<file path="src/hdl/gesc_pkg.sv">
// Shared types, constants and helpers for the graph edge store with connectivity check.
`default_nettype none

package gesc_pkg;

   localparam int MAX_VERTICES = 64;
   localparam int IDX_W        = (MAX_VERTICES > 1) ? $clog2(MAX_VERTICES) : 1;
   localparam int CNT_W        = $clog2(MAX_VERTICES + 1);
   localparam int OP_W         = 2;
   localparam int VERT_W       = 6;
   localparam int NV_W         = 7;

   localparam logic [NV_W-1:0] NV_RESET = 7'd64;

   typedef logic [MAX_VERTICES-1:0] row_type;
   typedef logic [IDX_W-1:0]        idx_type;
   typedef logic [CNT_W-1:0]        cnt_type;

   typedef enum logic [OP_W-1:0] {
      OP_ADD    = 2'd0,
      OP_REMOVE = 2'd1,
      OP_CHECK  = 2'd2,
      OP_CLEAR  = 2'd3
   } op_type;

   typedef enum logic [2:0] {
      ST_IDLE,
      ST_RD_A,
      ST_WR_A,
      ST_RD_B,
      ST_WR_B,
      ST_CLEAR,
      ST_WALK,
      ST_DONE
   } state_type;

   typedef struct packed {
      logic    rd_en;
      idx_type rd_addr;
      logic    wr_en;
      idx_type wr_addr;
      row_type wr_data;
      logic    clear;
   } mem_req_type;

   typedef struct packed {
      logic valid;
      logic connected;
      logic error;
   } result_type;

   function automatic cnt_type used_vertices(input logic [NV_W-1:0] nv);
      if (int'(nv) > MAX_VERTICES) begin
         return CNT_W'(MAX_VERTICES);
      end
      return CNT_W'(nv);
   endfunction

   function automatic row_type in_use_mask(input cnt_type nv_used);
      row_type mask;
      for (int i = 0; i < MAX_VERTICES; i++) begin
         mask[i] = (i < int'(nv_used));
      end
      return mask;
   endfunction

endpackage

`default_nettype wire

</file>
<file path="src/hdl/gesc_row_mem.sv">
// Adjacency row memory with per-row valid bits that read an unwritten row as zero.
`default_nettype none

module gesc_row_mem (
   input  wire logic                  clock,
   input  wire logic                  reset,
   input  wire gesc_pkg::mem_req_type mem_req,
   output gesc_pkg::row_type          rd_data
);

   gesc_pkg::row_type mem [gesc_pkg::MAX_VERTICES];
   logic [gesc_pkg::MAX_VERTICES-1:0] valid_ff;
   logic [gesc_pkg::MAX_VERTICES-1:0] valid_in;
   gesc_pkg::row_type                 rd_raw_ff;
   logic                              rd_valid_ff;

   always_comb begin
      valid_in = valid_ff;
      if (mem_req.clear) begin
         valid_in = '0;
      end else if (mem_req.wr_en) begin
         valid_in[mem_req.wr_addr] = 1'b1;
      end
   end

   always_ff @(posedge clock) begin
      if (reset) begin
         valid_ff <= '0;
      end else begin
         valid_ff <= valid_in;
      end
   end

   always_ff @(posedge clock) begin
      if (mem_req.wr_en) begin
         mem[mem_req.wr_addr] <= mem_req.wr_data;
      end
   end

   always_ff @(posedge clock) begin
      if (mem_req.rd_en) begin
         rd_raw_ff   <= mem[mem_req.rd_addr];
         rd_valid_ff <= valid_ff[mem_req.rd_addr];
      end
   end

   assign rd_data = rd_valid_ff ? rd_raw_ff : '0;

endmodule

`default_nettype wire

</file>
<file path="config.mk">
export PLATFORM = sky130hd
export DESIGN_NAME = gesc_row_mem
export DESIGN_NICKNAME = d
export VERILOG_FILES = /design/src/hdl/gesc_pkg.sv /design/src/hdl/gesc_row_mem.sv
export SDC_FILE = /design/constraint.sdc
export NUM_CORES = 2
export LEC_CHECK = 0
export ABC_AREA = 1
export BUFFER_PORTS_ARGS = -buffer_cell sky130_fd_sc_hd__buf_2
export CELL_PAD_IN_SITES_DETAIL_PLACEMENT = 2
export CELL_PAD_IN_SITES_GLOBAL_PLACEMENT = 2
export CORE_ASPECT_RATIO = 0.6
export CORE_MARGIN = 2
export CORE_UTILIZATION = 45
export CTS_BUF_LIST = sky130_fd_sc_hd__clkbuf_2 sky130_fd_sc_hd__clkbuf_4 sky130_fd_sc_hd__clkbuf_8
export DETAILED_ROUTE_END_ITERATION = 6
export PLACE_DENSITY_LB_ADDON = 0.1
export RECOVER_POWER = 100
export SLEW_MARGIN = 5
export SYNTH_ARGS = -nofsm -noshare
export SYNTH_HDL_FRONTEND = slang
export SYNTH_SLANG_ARGS = --single-unit
export TNS_END_PERCENT = 5
</file>
<file path="constraint.sdc">
create_clock -name clock -period 5.2 [get_ports clock]
set_input_delay 0.52 -clock clock [delete_from_list [all_inputs] [get_ports clock]]
set_output_delay 0.52 -clock clock [all_outputs]
set_load 0.005 [all_outputs]
</file>
==> metrics.cfg <==
[setup_path]
reg2reg_depth = 9
endpoint_kind = register
rrSetupSlack_ps = 3210
critical_path.reg2reg.startpoint = mem[52][62]
critPathMaxFanout = 11
worstPathArrival_ps = 5310
worstPathRequired_ps = 5930
crit_path_cell_trace = dlygate4sd3_1 -> clkbuf_1 -> inv_1 -> nor3_1 -> inv_1 -> nor2_1 -> clkbuf_1
cp-startpoint = mem_req[67]
crit_slowest_cell = nor2_1
critPathMaxStageDelay_ps = 2310
worstSetupPathType = in2reg
regToRegEndpoint = rd_raw_ff[62]
cp-start-kind = input pin

[final_layout]
fill_cells = 36000
utilization_pct = 50.2
multi_input_area_sq_mm = 0.0375
regArea_sq_mm = 0.126
drive_gt1_share_pct = 8.72
fin_nets = 14200
area_delta_synth_final_pct = 10.7

[die]
die_h_um = 478
core_sq_mm = 0.371
dieArea_sq_mm = 0.379
die_w_um = 794
std_cell_rows = 173
start_util_pct = 45.3
ioPinCount = 145

[worst_hold_path]
min_path_cells = 4
holdPathEnd = mem[23][63]
min_path_type = in2reg
min-delay-start = mem_req[68]

[yosys]
synthFlopType = edfxtp_1
synthTopCellsByCount = nand2_1, edfxtp_1, nand3_1, buf_2, clkbuf_1
synthArstFlopShare_pct = 0
synth_cells = 13900
synth_area_leaders = edfxtp_1, nand3_1, nand2_1
synth.most_common_cell = nand2_1
ys_ff_latch = 4225
seq_area_frac_synth_pct = 75.0
synth_area_sq_mm = 0.168
synth.avg_cell_area_sq_um = 12.1
synth_top_area_share_pct = 74.2
synth-edff-count = 4161
synth-warning-count = 0
ys_types = 15
synth_area_leader_cell = edfxtp_1
syn-num-nets = 14000

[route]
wl_per_cell_um = 36.3
detail_route.vias_per_cell = 6.34
vias = 124000
drc = 0
detail-route-antenna-nets = 0
drt-total-wl_um = 711000
drt_iter0_drc = 15200
drtPass1Iterations = 6

[pwr]
switching_share_pct = 25.3
comb_power_share_pct = 6.6
p_int_w = 0.0524
pwr-share-seq_pct = 54.2
irDropWorstVdd_v = 0.000255
switchingPower_w = 0.0177
p_per_area_mw_per_mm2 = 376
p_leak_nw = 65.4
power.share.clock_pct = 39.2

[global_route]
grtUsageTotal_pct = 36.7
grt_pass1_wl_um = 998000
grt_overflow = 0
grt_start_max_net_pins = 179
first_global_vias = 131000
antenna_found_initial = 56

[cts]
clockBufferDepth = 4
cts_resized = 0
post_cts_buffers = 0
ctsRootBufferMaster = clkbuf_8
cts_tree = built
ctsHoldBuffers = 9
htreeDepth = 6
clk_latency_ps = 1170
cts_sinks = 4225
numCtsBuffers = 646
clk_pin_slew_ps = 70

[timing]
worst_pin_slew_ps = 4090
fin_crit_sh_pct = 88.0
hold_viol_final = 0
rsz0062_at_grt = no
finalCriticalPeriod_ps = 4580
tns_ps = 0
setup-violations-final = 0
final_max_slew_viol_count = 7876
fin_skew_ps = 54.7
maxSlewHeadroom_pct = -173
layout_setup_ws_ps = 624
fmax_mhz = 219

[placed_design]
preCtsSetupSlack_ps = 1560
routabilityCongestion = 0.798
port_buffers = 144
place_hpwl_um = 375000

[status]
violations = max-capacitance violations, max-slew violations
status = finished with violations

[run]
maxCapViolations = 190

==> worst max path at each step <==
| stage | to | slack (ps) | depth (start not counted) |
|---|---|---|---|
| detailed placement | rd_raw_ff[5] | 1560 | 12 |
| global placement | rd_raw_ff[5] | 1590 | 12 |
| floorplan | mem[55][0] | 960 | 4 |
| CTS | rd_data[3] | 1570 | 4 |
| finish | mem[52][44] | 620 | 7 |
| global route | mem[63][12] | 820 | 9 |
==> metal layers <==
metal  routed length [um]  GRT usage, %
met1               290000          51.4
met2               323000          57.2
met3                65600          6.53
met4                32000          14.9
met5                  135             0
==> flip-flops by register name, indices dropped and copies added (netlist names) <==
register,flops
mem,4096
rd_raw_ff,64
rd_valid_ff,1
valid_ff,64
==> stage by stage <==
stage	hold WS (ps)	instance area, sq um	power (W)	cells
after CTS	3.78	188000	0.0702	19600
after global placement	448	176000	0.0428	18500
after global routing	174	186000	0.0718	19600
final	202	186000	0.0701	19600
after detailed placement	464	176000	0.0431	18500
after floorplan	440	168000	0.0408	13900
==> power by group through the flow <==
stage	Combinational, W	Sequential, W	Clock, W
4_1_cts	0.00459	0.0379	0.0277
6_report	0.00462	0.0380	0.0275
2_1_floorplan	0.00232	0.0385	0
3_3_place_gp	0.00425	0.0386	0
3_5_place_dp	0.00453	0.0386	0
5_1_grt	0.00491	0.0380	0.0290
==> layout make-up <==
class,count,share of cell area (%)
clock inverters,193,0.499
multi-input cells,8668,20.1
inverters,106,0.249
well taps,4987,3.35
repair buffers,493,2.15
clock buffers,904,5.89
flip-flops and latches,4225,67.7
diodes,30,0.0403
==> placed cells by master, fill, tap and decap left out, drive strengths merged <==
master | Yosys | final
buf | 691 | 237
bufinv | 0 | 1
clkbuf | 230 | 1148
clkinv | 1 | 163
clkinvlp | 0 | 22
dfxtp | 64 | 64
diode | 0 | 30
dlygate4sd3 | 0 | 12
edfxtp | 4161 | 4161
inv | 105 | 113
nand2 | 4558 | 4558
nand3 | 3900 | 3900
nor2 | 195 | 195
nor3 | 14 | 14
or2 | 1 | 1
==> logic make-up after synthesis <==
logic type,after synthesis,share of synthesized area [%]
simple gates,8668,22.2
flops,4225,75.0
buf+inv,1027,2.76
==> worst max-delay path: cells and delay by family <==
| family | cells | cell delay, ps |
|---|---|---|
| buffers and inverters | 5 | 2200 |
| and+or+nand+nor | 2 | 2550 |
(Power assumes the default switching activity.)
